==> src/design/tfd_pkg.sv <==
// types, constants and posture codes shared by the tilt fall detector
package tfd_pkg;

  localparam int WINDOW_DEPTH  = 16;
  localparam int SAMPLE_BITS   = 16;
  localparam int SUM_BITS      = SAMPLE_BITS + $clog2(WINDOW_DEPTH);
  localparam int COUNT_BITS    = $clog2(WINDOW_DEPTH + 1);
  localparam int SQ_BITS       = 2 * SUM_BITS;
  localparam int R3_BITS       = SQ_BITS + 2;
  localparam int IN_DATA_BITS  = ((3 * SAMPLE_BITS + 1 + 7) / 8) * 8;
  localparam int OUT_DATA_BITS = 8;

  typedef enum logic [2:0] {
    POSTURE_UNKNOWN       = 3'd0,
    POSTURE_FALLING_FRONT = 3'd1,
    POSTURE_FALL_FRONT    = 3'd2,
    POSTURE_FALLING_BACK  = 3'd3,
    POSTURE_FALL_BACK     = 3'd4,
    POSTURE_SIT           = 3'd5
  } posture_e;

  typedef struct packed {
    logic signed [SAMPLE_BITS-1:0] x;
    logic signed [SAMPLE_BITS-1:0] y;
    logic signed [SAMPLE_BITS-1:0] z;
  } sample_t;

  typedef struct packed {
    logic signed [SUM_BITS-1:0] x;
    logic signed [SUM_BITS-1:0] y;
    logic signed [SUM_BITS-1:0] z;
  } sums_t;

  typedef struct packed {
    logic b_load;
    logic c_load;
  } ctrl_t;

endpackage

==> src/design/tfd_cell.sv <==
// one window cell holding a three-axis sample, shifted to its neighbor on each new word
module tfd_cell (
  input  logic           clk_i,
  input  logic           shift_i,
  input  tfd_pkg::sample_t sample_i,
  output tfd_pkg::sample_t sample_o
);
  import tfd_pkg::*;

  sample_t sample_q;

  always_ff @(posedge clk_i) begin
    if (shift_i) begin
      sample_q <= sample_i;
    end
  end

  assign sample_o = sample_q;

endmodule

==> src/design/tfd_window.sv <==
// sliding window as a chain of cells with running axis sums and fill count
module tfd_window (
  input  logic             clk_i,
  input  logic             rst_ni,
  input  logic             accept_i,
  input  tfd_pkg::sample_t sample_i,
  output tfd_pkg::sums_t   sums_o,
  output logic             full_o
);
  import tfd_pkg::*;

  sample_t                chain [WINDOW_DEPTH+1];
  sums_t                  sums_q, sums_d;
  logic [COUNT_BITS-1:0]  fill_count_q, fill_count_d;
  logic                   full;

  assign chain[0] = sample_i;

  for (genvar i = 0; i < WINDOW_DEPTH; i++) begin : g_cell
    tfd_cell u_cell (
      .clk_i    (clk_i),
      .shift_i  (accept_i),
      .sample_i (chain[i]),
      .sample_o (chain[i+1])
    );
  end

  assign full = (fill_count_q == COUNT_BITS'(WINDOW_DEPTH));

  always_comb begin
    sums_d       = sums_q;
    fill_count_d = fill_count_q;
    if (accept_i) begin
      sums_d.x = sums_q.x + SUM_BITS'(sample_i.x);
      sums_d.y = sums_q.y + SUM_BITS'(sample_i.y);
      sums_d.z = sums_q.z + SUM_BITS'(sample_i.z);
      if (full) begin
        // oldest sample leaves the window
        sums_d.x = sums_d.x - SUM_BITS'(chain[WINDOW_DEPTH].x);
        sums_d.y = sums_d.y - SUM_BITS'(chain[WINDOW_DEPTH].y);
        sums_d.z = sums_d.z - SUM_BITS'(chain[WINDOW_DEPTH].z);
      end else begin
        fill_count_d = fill_count_q + COUNT_BITS'(1);
      end
    end
  end

  always_ff @(posedge clk_i or negedge rst_ni) begin
    if (!rst_ni) begin
      sums_q       <= '0;
      fill_count_q <= '0;
    end else begin
      sums_q       <= sums_d;
      fill_count_q <= fill_count_d;
    end
  end

  assign sums_o = sums_q;
  assign full_o = full;

endmodule

==> src/design/tfd_classify.sv <==
// squared tilt compares and posture classification with held state
module tfd_classify (
  input  logic                clk_i,
  input  logic                rst_ni,
  input  tfd_pkg::ctrl_t      ctrl_i,
  input  tfd_pkg::sums_t      sums_i,
  input  logic                feet_i,
  input  logic                full_i,
  output logic                fallen_o,
  output tfd_pkg::posture_e   posture_o,
  output logic                full_o
);
  import tfd_pkg::*;

  logic signed [SQ_BITS-1:0] prod_x, prod_y, prod_z;
  logic [SQ_BITS-2:0]        x2_q;
  logic [SQ_BITS-1:0]        r2_q;
  logic                      x_neg_q, feet_b_q, full_b_q;
  logic [R3_BITS-1:0]        r2x3;
  logic                      above45, above60;
  posture_e                  posture_q, posture_d;
  logic                      fallen_q, fallen_d, full_c_q;

  assign prod_x = sums_i.x * sums_i.x;
  assign prod_y = sums_i.y * sums_i.y;
  assign prod_z = sums_i.z * sums_i.z;

  // squares are nonnegative
  always_ff @(posedge clk_i) begin
    if (ctrl_i.b_load) begin
      x2_q     <= prod_x[SQ_BITS-2:0];
      r2_q     <= {1'b0, prod_y[SQ_BITS-2:0]} + {1'b0, prod_z[SQ_BITS-2:0]};
      x_neg_q  <= sums_i.x[SUM_BITS-1];
      feet_b_q <= feet_i;
      full_b_q <= full_i;
    end
  end

  assign r2x3    = {1'b0, r2_q, 1'b0} + {2'b00, r2_q};
  assign above45 = {1'b0, x2_q} > r2_q;
  assign above60 = {3'b000, x2_q} > r2x3;

  always_comb begin
    posture_d = posture_q;
    fallen_d  = fallen_q;
    if (!full_b_q || !feet_b_q) begin
      fallen_d = 1'b0;
    end else if (above45 && !x_neg_q) begin
      if (above60) begin
        posture_d = POSTURE_FALL_FRONT;
        fallen_d  = 1'b1;
      end else begin
        posture_d = POSTURE_FALLING_FRONT;
      end
    end else if (above45 && x_neg_q) begin
      if (above60) begin
        posture_d = POSTURE_FALL_BACK;
        fallen_d  = 1'b1;
      end else begin
        posture_d = POSTURE_FALLING_BACK;
      end
    end else begin
      posture_d = POSTURE_SIT;
      fallen_d  = 1'b1;
    end
  end

  always_ff @(posedge clk_i or negedge rst_ni) begin
    if (!rst_ni) begin
      posture_q <= POSTURE_UNKNOWN;
      fallen_q  <= 1'b0;
      full_c_q  <= 1'b0;
    end else if (ctrl_i.c_load) begin
      posture_q <= posture_d;
      fallen_q  <= fallen_d;
      full_c_q  <= full_b_q;
    end
  end

  assign fallen_o  = fallen_q;
  assign posture_o = posture_q;
  assign full_o    = full_c_q;

endmodule

==> src/design/tilt_fall_detector.sv <==
// top level of the tilt fall detector: stream ports and pipeline handshake
//
// Each word carries one signed three-axis torso acceleration sample and a
// feet-off-ground flag; each word yields one result word with fallen, posture
// and window-full. One word is taken per clock while the pipeline is not held
// by output back-pressure. Accepting a sample shifts it into the chain of
// sixteen window cells and updates the running sums; stage b then registers
// the squares of the sums, and stage c does the 45 and 60 degree compares,
// loads the held posture and offers the result word. Each stage has its own
// valid bit, so up to two more words are taken while a finished result waits
// at the output. Until sixteen samples are held, or while a foot is on the
// ground, fallen reads zero and the last posture is kept.
module tilt_fall_detector (
  input  logic                                clk_i,
  input  logic                                rst_ni,
  input  logic                                s_axis_tvalid,
  output logic                                s_axis_tready,
  // accel_x, accel_y, accel_z, feet_off_ground, zero fill
  input  logic [tfd_pkg::IN_DATA_BITS-1:0]    s_axis_tdata,
  output logic                                m_axis_tvalid,
  input  logic                                m_axis_tready,
  // fallen, posture, window_full, zero fill
  output logic [tfd_pkg::OUT_DATA_BITS-1:0]   m_axis_tdata
);
  import tfd_pkg::*;

  localparam int FEET_BIT = 3 * SAMPLE_BITS;

  logic     a_valid_q, b_valid_q, m_valid_q;
  logic     feet_a_q;
  logic     accept;
  ctrl_t    ctrl;
  sample_t  sample;
  sums_t    sums;
  logic     win_full;
  logic     fallen, full_out;
  posture_e posture;

  assign ctrl.c_load  = b_valid_q && (!m_valid_q || m_axis_tready);
  assign ctrl.b_load  = a_valid_q && (!b_valid_q || ctrl.c_load);
  assign s_axis_tready = !a_valid_q || ctrl.b_load;
  assign accept       = s_axis_tvalid && s_axis_tready;

  assign sample.x = s_axis_tdata[SAMPLE_BITS-1:0];
  assign sample.y = s_axis_tdata[2*SAMPLE_BITS-1:SAMPLE_BITS];
  assign sample.z = s_axis_tdata[3*SAMPLE_BITS-1:2*SAMPLE_BITS];

  always_ff @(posedge clk_i or negedge rst_ni) begin
    if (!rst_ni) begin
      a_valid_q <= 1'b0;
      b_valid_q <= 1'b0;
      m_valid_q <= 1'b0;
    end else begin
      if (accept || ctrl.b_load) begin
        a_valid_q <= accept;
      end
      if (ctrl.b_load || ctrl.c_load) begin
        b_valid_q <= ctrl.b_load;
      end
      if (ctrl.c_load || m_axis_tready) begin
        m_valid_q <= ctrl.c_load;
      end
    end
  end

  always_ff @(posedge clk_i) begin
    if (accept) begin
      feet_a_q <= s_axis_tdata[FEET_BIT];
    end
  end

  tfd_window u_window (
    .clk_i    (clk_i),
    .rst_ni   (rst_ni),
    .accept_i (accept),
    .sample_i (sample),
    .sums_o   (sums),
    .full_o   (win_full)
  );

  tfd_classify u_classify (
    .clk_i     (clk_i),
    .rst_ni    (rst_ni),
    .ctrl_i    (ctrl),
    .sums_i    (sums),
    .feet_i    (feet_a_q),
    .full_i    (win_full),
    .fallen_o  (fallen),
    .posture_o (posture),
    .full_o    (full_out)
  );

  assign m_axis_tvalid = m_valid_q;
  assign m_axis_tdata  = {(OUT_DATA_BITS-5)'(0), full_out, posture, fallen};

endmodule

==> config.mk <==
export PLATFORM = sky130hd
export DESIGN_NAME = tilt_fall_detector
export DESIGN_NICKNAME = d
export VERILOG_FILES = /design/src/design/tfd_pkg.sv /design/src/design/tfd_cell.sv /design/src/design/tfd_window.sv /design/src/design/tfd_classify.sv /design/src/design/tilt_fall_detector.sv
export SDC_FILE = /design/constraint.sdc
export NUM_CORES = 2
export LEC_CHECK = 0
export ABC_CLOCK_PERIOD_IN_PS = 12600
export BUFFER_PORTS_ARGS = -buffer_cell sky130_fd_sc_hd__buf_2
export CORE_ASPECT_RATIO = 0.5
export CORE_MARGIN = 2
export CORE_UTILIZATION = 55
export CTS_CLUSTER_SIZE = 28
export DETAILED_ROUTE_END_ITERATION = 16
export PLACE_DENSITY = 0.78
export SYNTH_ARGS = -nofsm -noshare
export SYNTH_HDL_FRONTEND = slang
export SYNTH_HIERARCHICAL = 1
export SYNTH_SLANG_ARGS = --single-unit
export TNS_END_PERCENT = 10
==> constraint.sdc <==
create_clock -name clk_i -period 12.6 [get_ports clk_i]
set_input_delay 0.63 -clock clk_i [delete_from_list [all_inputs] [get_ports clk_i]]
set_output_delay 0.63 -clock clk_i [all_outputs]
set_load 0.05 [all_outputs]
==> metrics.log <==
INFO  metric worstPathRequired = 13040 ps
INFO  metric synth.distinct_cells = 87
INFO  metric critPathMaxStageDelay = 730 ps
INFO  metric final_period_minus_worst_setup_slack = 9992 ps
INFO  metric routed-via-count = 48720
INFO  metric synth-edff-count = 850
INFO  metric synth-main-ff-cell = sky130_fd_sc_hd__edfxtp_1
INFO  metric flow.area_growth_from_synthesis = 6.410%
INFO  metric fp.dieH = 272.6 um
INFO  metric crit_fanout = 12
INFO  metric detail_route.first_pass.iterations = 6
INFO  metric endpoint_kind = flop
INFO  metric route.antenna.remaining_nets = 0
INFO  metric pin_count_of_the_biggest_net_entering_global_routing = 195
INFO  metric fp.dieArea = 0.1475 sq mm
INFO  metric cts_tree = done
INFO  metric grt-busiest-layer = met2
INFO  metric post_route_drc_violation_count = 0
INFO  metric worst_slew_pin_slew = 1171 ps
INFO  metric buffers_added_on_ports = 59
INFO  metric htree_num_levels = 3
INFO  metric viasPerCell = 5.461
INFO  metric timing.max_cap.violations = 0
INFO  metric grt.overflow.total = 0
INFO  metric synth_async_sr_flop_share = 7.909%
INFO  metric global_placement_routability_congestion = 0.9098
INFO  metric ios = 70
INFO  metric syn_inst = 6916
INFO  metric rsz0062_at_grt = false
INFO  metric critPathKind = flop to flop
INFO  metric totalNegativeSetupSlack = 0 ps
INFO  metric grt.met3_usage = 3.020%
INFO  metric synth.yosys.warnings = 6
INFO  metric grt_use_met1 = 31.85%
INFO  metric worstPathArrival = 10430 ps
INFO  metric row_count = 98
INFO  metric floorplan.initialDensity = 55.45%
INFO  metric crit_path_start_kind = flop
INFO  metric worst-path-buf-inv = 4
INFO  metric die_w = 541.1 um
INFO  metric hold_viol = 0
INFO  metric worstRegToRegCells = 32
INFO  metric grt_util_all_layers = 22.59%
INFO  metric synth_largest_type_area_fraction = 32.17%
INFO  metric grt_pass1_vias = 51120
INFO  metric post_syn_area = 0.07934 sq mm
INFO  metric avgSynthCellArea = 11.47 sq um
INFO  metric final_routed_wire_length_divided_by_cell_count = 18.00 um
INFO  metric postSynthRegisterBits = 923
INFO  metric core_area = 0.1431 sq mm
INFO  metric critPathSlowestCell = sky130_fd_sc_hd__dfrtp_1
INFO  metric slew_headroom = 21.93%
INFO  metric synth_top_cell_by_area = sky130_fd_sc_hd__edfxtp_1
INFO  metric clk_root_buffer_cell = sky130_fd_sc_hd__clkbuf_16
INFO  metric cts-buffers-inserted = 79
INFO  metric design.final.nets = 8745
INFO  metric clk_path_buf_depth = 3
INFO  metric antenna_found_initial = 4
INFO  metric synth.yosys.seq_area_share = 34.47%
INFO  metric final_max_slew_viol_count = 0
INFO  metric use_met2 = 37.00%
INFO  metric post_cts.repair.setup_buffers = 0
INFO  metric cp_common_cell = sky130_fd_sc_hd__fa_1
INFO  metric path_delay_family = adder cells
INFO  metric min-delay-path-class = input port to flop
INFO  metric clkSinkCount = 923
INFO  metric cts.repair.resized = 0
INFO  metric timing.final.setup_violations = 0
INFO  metric layout-drive-gt1-share = 3.960%
INFO  metric synth.top_cells.by_area = sky130_fd_sc_hd__edfxtp_1, sky130_fd_sc_hd__fa_1, sky130_fd_sc_hd__ha_1
INFO  metric insertedDiodeCount = 0
INFO  metric postRouteWirelength = 160600 um
INFO  metric grt_pass1_wl = 264500 um
INFO  metric clkSlewWorstSetupHoldPaths = 70 ps
INFO  metric timing.fmax = 100.1 MHz
INFO  metric path_depth = 32
INFO  metric initialDrtViolationCount = 3485
INFO  metric fin_worst_skew = 71.36 ps
INFO  metric period_share = 79.30%
INFO  metric dpl.hpwl = 123000 um
INFO  metric run_status = finished clean
INFO  metric clock_insertion_delay_worst_skew = 710 ps
INFO  metric timing.hold.worst_path_depth = 1
## through the flow
step / hold slack, ps / worst slack [ps] / instance area, sq um / instances / utilization [%]
6_report: 144.4 / 2608 / 84430 / 8921 / 59.00
5_1_grt: 122.8 / 1907 / 84430 / 8921 / 59.00
4_1_cts: 114.1 / 2595 / 84430 / 8921 / 59.00
3_5_place_dp: 404.5 / 2609 / 81920 / 8780 / 57.25
3_3_place_gp: 400.2 / 2637 / 81920 / 8780 / 57.25
2_1_floorplan: 334.4 / 3938 / 79350 / 6918 / -
## layout make-up
class	instances	area, sq um
Timing Repair Buffer	123	805.8
Tap cell	1900	2377
Inverter	1440	5405
Fill cell	11220	58660
Sequential cell	923	27350
Multi-Input combinational cell	4395	46000
Clock inverter	39	416.7
Clock buffer	101	2079
## worst paths after layout
path	from	end	slack, ps
worst max-delay path	u_window/sums_o[4]	u_classify/r2_q[39]	2610
worst min-delay path	s_axis_tdata[48]	feet_a_q	140
worst max register to register	u_window/sums_o[4]	u_classify/r2_q[39]	2610
worst min register to register	u_window/g_cell[14].u_cell/sample_o[28]	u_window/g_cell[15].u_cell/sample_o[28]	390
max in group asynchronous	rst_ni	u_window/sums_o[41]	11070
min in group asynchronous	rst_ni	u_window/sums_o[35]	370
## synthesized netlist by cell type, drive strengths merged (26+ instances only)
| master | number |
|---|---|
| a211oi | 47 |
| a21o | 133 |
| a21oi | 314 |
| and2 | 269 |
| and3 | 26 |
| clkbuf | 148 |
| dfrtp | 73 |
| edfxtp | 850 |
| fa | 1140 |
| ha | 583 |
| inv | 1438 |
| nand2 | 450 |
| nand2b | 56 |
| nand3 | 61 |
| nand4 | 40 |
| nor2 | 289 |
| nor2b | 52 |
| nor3 | 56 |
| o211ai | 36 |
| o21a | 53 |
| o21ai | 157 |
| o21bai | 43 |
| xnor2 | 224 |
| xor2 | 92 |
## cell usage in the layout (no fill, tap or decap), types with 150 or more instances in the layout
cell type,instances
sky130_fd_sc_hd__inv_1,1438
sky130_fd_sc_hd__fa_1,1140
sky130_fd_sc_hd__edfxtp_1,850
sky130_fd_sc_hd__ha_1,583
sky130_fd_sc_hd__nand2_1,450
sky130_fd_sc_hd__a21oi_1,313
sky130_fd_sc_hd__nor2_1,289
sky130_fd_sc_hd__and2_1,266
sky130_fd_sc_hd__xnor2_1,224
sky130_fd_sc_hd__o21ai_0,150
## flip-flops by register name, indices dropped and copies added, names as in the netlist
register,count
u_window/sums_o,60
b_valid_q,1
u_classify/fallen_o,1
u_classify/posture_o,3
u_window/fill_count_q,5
u_classify/x_neg_q,1
u_window/g_cell.u_cell/sample_o,768
a_valid_q,1
feet_a_q,1
m_axis_tvalid,1
u_classify/full_b_q,1
u_classify/feet_b_q,1
u_classify/r2_q,40
u_classify/x2_q,38
u_classify/full_o,1
## kinds of logic after synthesis
kind of cell             count (synthesis)  share of synthesized area (%)
adder cells (fa/ha/maj)               1723                          37.96
buffers and inverters                 1600                          7.593
AND/OR/NAND/NOR                       1377                          8.451
AO/OA/AOI/OAI                          962                          7.847
flip-flops                             923                          34.47
XOR/XNOR                               316                          3.488
multiplexers                            14                         0.1892
other                                    1                       0.004726
## what timing repair did
| action | CTS | global route |
|---|---|---|
| setup endpoints to repair | 0 | 0 |
| hold endpoints to repair | 20 | 0 |
| hold buffers | 1 | 0 |
## routing by layer
metal | wire [um] | up-vias | share of wire (%)
li1 | - | 22520 | -
met1 | 70700 | 24470 | 44
met2 | 76190 | 1451 | 47
met3 | 9295 | 275 | 5.8
met4 | 4412 | 0 | 2.7
met5 | 0 | - | 0
Power is left out: the tool's default activity adds up to more than one toggle a clock period on the data nets, which glitch-free logic cannot reach.
